==> config.mk <==
export PLATFORM = sky130hd
export DESIGN_NAME = band_level_meter_peak_decay
export DESIGN_NICKNAME = d
export VERILOG_FILES = /design/src/sv/blm_pkg.sv /design/src/sv/band_level_meter_peak_decay.sv /design/src/sv/blm_cell.sv
export SDC_FILE = /design/constraint.sdc
export NUM_CORES = 2
export LEC_CHECK = 0
export ABC_CLOCK_PERIOD_IN_PS = 12200
export BUFFER_PORTS_ARGS = -buffer_cell sky130_fd_sc_hd__buf_2
export CAP_MARGIN = 10
export CORE_UTILIZATION = 65
export DETAILED_ROUTE_END_ITERATION = 10
export PLACE_DENSITY_LB_ADDON = 0.05
export SLEW_MARGIN = 20
export SYNTH_ARGS = -nofsm -noshare
export SYNTH_HDL_FRONTEND = slang
export SYNTH_SLANG_ARGS = --single-unit
==> constraint.sdc <==
create_clock -name i_clk -period 12.2 [get_ports i_clk]
set_clock_uncertainty 0.15 [all_clocks]
set_input_delay 0.61 -clock i_clk [delete_from_list [all_inputs] [get_ports i_clk]]
set_output_delay 0.61 -clock i_clk [all_outputs]
set_load 0.005 [all_outputs]
==> src/sv/blm_pkg.sv <==
package blm_pkg;

    localparam int NUM_BANDS = 16;
    localparam int CNT_W     = $clog2(NUM_BANDS);

    localparam int MAG_SHIFT = 11;
    localparam int MAG_W     = 5;
    localparam int BASS_EDGE = 5;
    localparam int MID_EDGE  = 11;

    localparam logic [3:0] DECAY_RESET = 4'd2;
    localparam logic [7:0] MAXH_RESET  = 8'd64;

    typedef enum logic {
        CFG_DECAY_RATE = 1'b0,
        CFG_MAX_HEIGHT = 1'b1
    } t_cfg_index;

    typedef enum logic {
        OP_SAMPLE = 1'b0,
        OP_TICK   = 1'b1
    } t_op;

    typedef struct packed {
        logic               operation;
        logic signed [15:0] sample;
    } t_in_item;

    typedef struct packed {
        logic [4:0] band_index;
        logic [8:0] height;
        logic       last_band;
    } t_out_item;

    // Control broadcast from the top level to every cell
    typedef struct packed {
        logic             sample_en;
        logic             tick_en;
        logic             shift_en;
        logic [MAG_W-1:0] mag;
        logic [3:0]       decay;
    } t_cell_ctrl;

    // Height of one band for a scaled magnitude
    function automatic logic [8:0] band_weight(input logic [4:0] band,
                                               input logic [MAG_W-1:0] mag);
        logic [8:0] mag9;
        logic [8:0] h;
        mag9 = {{(9 - MAG_W){1'b0}}, mag};
        if (band < 5'(BASS_EDGE)) begin
            h = 9'((mag9 * (9'(BASS_EDGE) - {4'b0, band})) >> 2);
        end else if (band < 5'(MID_EDGE)) begin
            h = mag9 >> 1;
        end else begin
            h = mag9 >> 2;
        end
        return h + {7'b0, band[1:0]};
    endfunction

endpackage

==> src/sv/band_level_meter_peak_decay.sv <==
// Sample transaction: on acceptance the scaled magnitude is registered, and the targets
//   update in the cycle after; the input stalls for that cycle.
// Tick transaction: all bands update together on acceptance, then NUM_BANDS results leave
//   one per cycle through the cell chain while the sink does not stall; the first result
//   is valid in the cycle after acceptance, and the input stalls until the last has left.
// Reset (synchronous, active low) clears heights and targets, decay_rate 2, max_height 64.
module band_level_meter_peak_decay (
    input  logic                i_clk,
    input  logic                i_rst_n,
    input  logic                i_valid,
    output logic                o_stall,
    input  blm_pkg::t_in_item   i_item,
    output logic                o_valid,
    input  logic                i_stall,
    output blm_pkg::t_out_item  o_res,
    input  logic                i_cfg_valid,
    output logic                o_cfg_ready,
    input  logic                i_cfg_index,
    input  logic [7:0]          i_cfg_data
);

    localparam int N = blm_pkg::NUM_BANDS;
    localparam int W = blm_pkg::MAG_W;

    logic [3:0]                r_decay;
    logic [7:0]                r_maxh;
    logic [W-1:0]              r_mag;
    logic                      r_mag_vld;
    logic                      r_emit;
    logic [blm_pkg::CNT_W-1:0] r_cnt;

    logic                      w_in_acc;
    logic                      w_out_acc;
    logic [16:0]               w_abs;
    logic [W-1:0]              w_mag;
    blm_pkg::t_cell_ctrl       w_ctrl;
    logic [8:0]                w_chain [N+1];

    assign o_cfg_ready = 1'b1;
    assign o_stall     = r_mag_vld | r_emit;
    assign w_in_acc    = i_valid & ~o_stall;
    assign w_out_acc   = r_emit & ~i_stall;

    // magnitude of the sample, scaled and capped
    always_comb begin
        w_abs = i_item.sample[15] ? (17'h10000 - {1'b0, i_item.sample})
                                  : {1'b0, i_item.sample};
        w_mag = W'(w_abs >> blm_pkg::MAG_SHIFT);
        if ({3'b0, w_mag} > r_maxh) begin
            w_mag = r_maxh[W-1:0];
        end
    end

    always_ff @(posedge i_clk) begin
        if (!i_rst_n) begin
            r_decay <= blm_pkg::DECAY_RESET;
            r_maxh  <= blm_pkg::MAXH_RESET;
        end else if (i_cfg_valid && o_cfg_ready) begin
            unique case (blm_pkg::t_cfg_index'(i_cfg_index))
                blm_pkg::CFG_DECAY_RATE: r_decay <= i_cfg_data[3:0];
                blm_pkg::CFG_MAX_HEIGHT: r_maxh  <= i_cfg_data;
                default: ;
            endcase
        end
    end

    always_ff @(posedge i_clk) begin
        if (!i_rst_n) begin
            r_mag_vld <= 1'b0;
            r_emit    <= 1'b0;
            r_cnt     <= '0;
        end else begin
            r_mag_vld <= w_in_acc && (i_item.operation == blm_pkg::OP_SAMPLE);
            if (w_in_acc && (i_item.operation == blm_pkg::OP_TICK)) begin
                r_emit <= 1'b1;
                r_cnt  <= '0;
            end else if (w_out_acc) begin
                if (r_cnt == blm_pkg::CNT_W'(N - 1)) begin
                    r_emit <= 1'b0;
                end else begin
                    r_cnt <= r_cnt + blm_pkg::CNT_W'(1);
                end
            end
        end
        if (w_in_acc) begin
            r_mag <= w_mag;
        end
    end

    assign w_ctrl.sample_en = r_mag_vld;
    assign w_ctrl.tick_en   = w_in_acc && (i_item.operation == blm_pkg::OP_TICK);
    assign w_ctrl.shift_en  = w_out_acc;
    assign w_ctrl.mag       = r_mag;
    assign w_ctrl.decay     = r_decay;

    assign w_chain[N] = 9'd0;

    for (genvar g = 0; g < N; g++) begin : g_cell
        blm_cell u_cell (
            .i_clk      (i_clk),
            .i_rst_n    (i_rst_n),
            .i_ctrl     (w_ctrl),
            .i_band     (5'(g)),
            .i_next_out (w_chain[g+1]),
            .o_out      (w_chain[g])
        );
    end

    assign o_valid          = r_emit;
    assign o_res.band_index = 5'(r_cnt);
    assign o_res.height     = w_chain[0];
    assign o_res.last_band  = (r_cnt == blm_pkg::CNT_W'(N - 1));

endmodule

==> src/sv/blm_cell.sv <==
module blm_cell (
    input  logic                i_clk,
    input  logic                i_rst_n,
    input  blm_pkg::t_cell_ctrl i_ctrl,
    input  logic [4:0]          i_band,
    input  logic [8:0]          i_next_out,
    output logic [8:0]          o_out
);

    logic [8:0] r_shown;
    logic [8:0] r_target;
    logic [8:0] r_out;
    logic [8:0] n_shown;
    logic [8:0] n_target;
    logic [8:0] n_out;
    logic [8:0] w_weight;
    logic [8:0] w_decay;

    assign w_weight = blm_pkg::band_weight(i_band, i_ctrl.mag);
    assign w_decay  = {5'b0, i_ctrl.decay};

    always_comb begin
        n_shown  = r_shown;
        n_target = r_target;
        n_out    = r_out;
        if (i_ctrl.sample_en) begin
            if (w_weight > r_target) begin
                n_target = w_weight;
            end
        end else if (i_ctrl.tick_en) begin
            if (r_shown < r_target) begin
                n_shown = r_target;
            end else if (r_shown > r_target) begin
                n_shown = (r_shown > w_decay) ? (r_shown - w_decay) : 9'd0;
            end
            if (r_target != 9'd0) begin
                n_target = r_target - 9'd1;
            end
            n_out = n_shown;
        end else if (i_ctrl.shift_en) begin
            // advance the report chain towards band 0
            n_out = i_next_out;
        end
    end

    always_ff @(posedge i_clk) begin
        if (!i_rst_n) begin
            r_shown  <= '0;
            r_target <= '0;
        end else begin
            r_shown  <= n_shown;
            r_target <= n_target;
        end
        r_out <= n_out;
    end

    assign o_out = r_out;

endmodule

# == After elaboration in Yosys (flattened, before gate mapping) ==
# Index checks and enable logic that the tools add are counted.
# totals
reg_bits,455
in_bits,31
wordCells,399
# classes
add_sub_neg,42
mul,2
order_cmp,65
n_eq_ne,17
muxes,149
bitwise,10
n_reduce_logical,60
# ops
operator,n
2-to-1 mux 9 bit,144
greater-than comparator 9 bit,27
greater-than comparator 9 x 4 -> 1 bit,16
< comparator 9 bit,16
nonzero test 9 bit,16
subtractor 9 x 1 -> 9 bit (second input constant),16
subtractor 9 x 4 -> 9 bit,16
AND reduction 3 bit,16
nonzero test 2 bit,19
inequality test 2 x 1 -> 1 bit (second input constant),16
greater-than comparator 3 x 9 -> 1 bit,2
greater-than comparator 4 x 9 -> 1 bit,2
2-to-1 mux 16 bit,1
subtractor 1 x 16 -> 16 bit (first input constant),1
AND reduction 2 bit,6
adder 4 x 2 -> 5 bit (second input constant),2
greater-than comparator 7 x 9 -> 1 bit,1
adder 3 x 2 -> 4 bit (second input constant),2
adder 7 x 2 -> 8 bit (second input constant),1
greater-than comparator 5 x 8 -> 1 bit,1
multiplier 5 x 3 -> 8 bit (second input constant),1
multiplier 5 x 2 -> 7 bit (second input constant),1
NOT 1 bit,7
adder 5 x 1 -> 6 bit (second input constant),1
other kinds (10),14

# == Longest topological paths before layout ==
# logic_depth
ltp_word,6
ltp_mapped,18
ltp_nobuf,15

# == Cells and area by module ==
# Synthesis repeated with hierarchy kept, for this count alone.
# unflattened
hier_cells,6472
area_unflattened_um2,54524.8
# by_module_without_submodules
mod,instances,cells_each,area_per_inst_um2
blm_cell at g_cell[0].u_cell ...,6,385,3284.4
blm_cell at g_cell[5].u_cell ...,4,411,3414.5
blm_cell at g_cell[1].u_cell ...,3,397,3320.7
blm_cell at g_cell[4].u_cell,1,406,3392.0
blm_cell at g_cell[15].u_cell,1,401,3320.7
blm_cell at g_cell[9].u_cell,1,384,3216.8
band_level_meter_peak_decay,1,136,1268.7

# == Least setup slack after synthesis ==
# OpenSTA, ideal clock, no wires.
# synth_timing
path_kind,input -> register
from,input i_valid
to,"register g_cell[0].u_cell.r_out[0], enable pin"
arrival_ns,7.855
required_ns,11.401
path_slack_ns,3.546
path_stages,7
path_cell_list,and4bb_2 -> buf_2 -> buf_2 -> buf_1 -> buf_1 -> nor2_1 -> nor2_1
# synth_between
elab_chain_len,4
# synth_rtl
element,line,text
"start, declared",band_level_meter_peak_decay.sv:10,"input logic i_valid,"
bitwise AND 1 bit,band_level_meter_peak_decay.sv:41,assign w_in_acc = i_valid & ~o_stall;
logical AND 1 bit,band_level_meter_peak_decay.sv:91,assign w_ctrl.tick_en = w_in_acc && (i_item.operation == blm_pkg::OP_TICK);
nonzero test 2 bit (no source line),n/a,
AND reduction 2 bit (no source line),n/a,
"end signal, assigned",blm_cell.sv:54,r_out <= n_out;
"end, declared",blm_cell.sv:12,logic [8:0] r_out;
# Every way passes these cells.
# A chain may end at the register's enable or synchronous reset.

# == Final worst setup path ==
# layout_timing
from,register r_mag[2]
to,register g_cell[2].u_cell.r_target[0]
# layout_between
elab_chain_len,5
elab_cells_between_ends,7
cone_classes,add/sub (1); mul (1); order compare (1); eq/ne (1); mux (2); reduce/logical (1)
# layout_rtl
element,line,text
"start, declared",band_level_meter_peak_decay.sv:27,logic [W-1:0] r_mag;
"start signal, assigned",band_level_meter_peak_decay.sv:86,r_mag <= w_mag;
multiplier 5 x 2 -> 7 bit (*),blm_pkg.sv:51,"h = 9'((mag9 * (9'(BASS_EDGE) - {4'b0, band})) >> 2);"
adder 7 x 2 -> 8 bit (*),blm_pkg.sv:57,"return h + {7'b0, band[1:0]};"
greater-than comparator 9 bit,blm_cell.sv:27,if (w_weight > r_target) begin
inequality test 2 x 1 -> 1 bit (no source line),n/a,
AND reduction 3 bit (no source line),n/a,
"end signal, assigned",blm_cell.sv:52,r_target <= n_target;
"end, declared",blm_cell.sv:11,logic [8:0] r_target;
# Every way passes the cells marked *; elsewhere a longest branch is shown, timed or not. The select of a mux whose other input is x is not followed.

==> out/summary.txt <==
Avg Cell Area, Syn -> 8.42 um^2
Post-synth top cells -> nand2_1, ha_1, dfxtp_1
MaxCap Viol Count -> 0
Seq/Total Area, Yosys -> 0.328
Crit path launch type -> flip-flop
Via count -> 31,100
Synth cell types -> 94
Die area -> 50,600 um^2
Post-synth top flop -> dfxtp_1
Final Hold Violating Endpoints -> 0
Nets -> 4,150
Syn nets -> 4,206
Synthesized cell area -> 32,300 um^2
Largest net degree at the start of global routing -> 145
Critical path launch point -> r_mag[2]
Most common cell in the netlist -> nand2_1
PortBufs -> 46
Remaining global-route overflow -> 0
Hold Path Class -> in -> reg
RSZ-0062 raised after global routing -> no
Largest cells by area after synthesis -> dfxtp_1, edfxtp_1, ha_1
First-pass DRT Iterations -> 6
Clock slew at reported path FFs -> 0.06 ns
Post-CTS sizing -> 0
Synth top area share -> 0.189
Wire per inst -> 22.0 um
Die H -> 225 um
Worst-margin pin slew -> 1.05 ns
Data required, critical path -> 12.56 ns
Clock net sink count -> 455
Max Slew Vio Count -> 0
Ys async rst share -> 0
Iteration-0 DRC Markers -> 3,676
IO Count -> 49
Area grow syn2layout -> 7.53%
Hold Path Origin -> i_item[16]
Post-CTS Setup Repair Bufs -> 0
Critical path fanouts, max -> 16
Cell family with most CP delay -> compound AO/OA/AOI/OAI gates
Max Fclk -> 195 MHz
CP endpoint kind -> flip-flop
Normalized max-slew margin -> 0.299
Final count of negative-setup-slack endpoints -> 0
Longest Clk Path Bufs -> 3
First-pass GRT wire length -> 156,000 um
Antenna violations before repair -> 0
Flops & latches, synth -> 455
Core Box Area -> 49,100 um^2
Vias in the first global route -> 29,200
YS warnings -> 0
Hold-fix buffers, CTS -> 0
FP Rows -> 81
Run status -> completed
Vias per inst -> 6.93
Num CTS Buffers -> 53
Slowest stage delay, CP -> 0.70 ns
Fraction of layout cells with a size suffix above 1 -> 0.0619
CP most frequent cell -> inv_1
Clock Tree Root -> clkbuf_16
Crit path time final -> 5.13 ns
GRT Overall Usage -> 0.383
TritonCTS clock tree -> done
Yosys top cell by area -> dfxtp_1
Routed wire length -> 98,600 um
Routed Antenna Nets -> 0
CP Class -> reg -> reg
Post-Syn Instances -> 3,839
Period Utilization, post-route -> 0.420
Buf/Inv on CP -> 3
Die W -> 225 um
CP Cell Sequence -> inv_1, ha_1, inv_1, o21ai_0, inv_1, o41a_1, or2_2, ha_1, a21o_1, a21o_1, o2111ai_2, a22oi_1, o221a_2
Worst r2r src -> r_mag[2]
CP max stage cell -> edfxtp_1
H-tree depth -> 2
Starting Density -> 0.659
Setup tns final -> 0 ns
DRC viols -> 0
Arrival time worst endpoint -> 5.49 ns
Number of synthesized flops with an enable pin -> 149
Routability cong. -> 0.959
FILL cells -> 3,983
Clk Latency, worst-skew pair -> 0.62 ns
Final HPWL DP -> 69,400 um
==> per-layer routing <==
| metal | part of all wire | global-route usage | vias up |
|---|---|---|---|
| met1 | 0.42 | 0.505 | 14800 |
| li1 | - | - | 14400 |
| met3 | 0.084 | 0.0550 | 303 |
| met4 | 0.046 | 0.188 | 0 |
| met2 | 0.45 | 0.617 | 1594 |
| met5 | 0 | 0 | - |
==> logic make-up after synthesis <==
family,synth area share
AO/OA/AOI/OAI,0.244
XOR/XNOR,0.0199
adder cells (fa/ha/maj),0.134
buffers and inverters,0.0503
flip-flops,0.328
multiplexers,0.0175
other,0.000232
AND/OR/NAND/NOR,0.206
==> layout make-up <==
class                      count  area, um^2  area share
timing repair buffer          74         492      0.0141
multi-input combinational   2964       20200       0.580
inverter                     235         885      0.0254
sequential                   455       10600       0.305
clock buffer                  74        1480      0.0425
tap                          664         831      0.0239
clock inverter                25         310     0.00892
antenna                        1        2.50   0.0000720
==> cells in the final DEF (no fill, tap or decap), types with 29 or more instances in the layout <==
cell       netlist  routed
a211oi_1        49      49
a21o_1          77      77
a21oi_1        224     224
a22oi_1         34      34
a31oi_1         55      55
and3_1          29      29
buf_2            9      45
clkbuf_16        0      54
dfxtp_1        306     305
edfxtp_1       149     149
ha_1           318     318
inv_1          234     232
mux2i_1         43      43
nand2_1        401     399
nand3_1        243     243
nand4_1         55      55
nor2_1         241     238
nor2b_1         59      59
nor3_1         103     103
nor4_1          30      30
o211ai_1        59      59
o21a_1          50      50
o21ai_0        189     189
o221ai_1        33      33
o31ai_1        114     114
or3_1           34      34
xnor2_1         40      40
xor2_1          31      31
==> state kept, by name, summed over array words and instances, names as in the netlist <==
register,count
o_valid,1
r_cnt,4
r_decay,4
g_cell.u_cell.r_shown,144
r_mag_vld,1
r_mag,5
g_cell.u_cell.r_target,144
r_maxh,8
g_cell.u_cell.o_out,144
==> worst paths after layout <==
| check | to | slack [ns] | depth (start not counted) |
|---|---|---|---|
| worst min-delay path | r_mag_vld | 0.07 | 2 |
| worst max register to register | g_cell[2].u_cell.r_target[0] | 7.07 | 13 |
| worst min register to register | r_maxh[7] | 0.30 | 2 |
| worst max-delay path | g_cell[2].u_cell.r_target[0] | 7.07 | 13 |
==> per-stage QoR <==
stage	worst slack (ns)	utilization	std cells	instance area [um^2]	hold WS, ns
after floorplan	3.55	-	3839	32300	0.286
after global placement	6.93	0.671	4391	32900	0.296
after detailed placement	6.81	0.671	4391	32900	0.300
after CTS	6.73	0.708	4490	34700	0.0578
after global routing	6.78	0.709	4491	34800	0.0787
final	7.07	0.709	4492	34800	0.0720
Power is left out: the tool's default activity adds up to more than one toggle a clock period on the data nets, which glitch-free logic cannot reach.
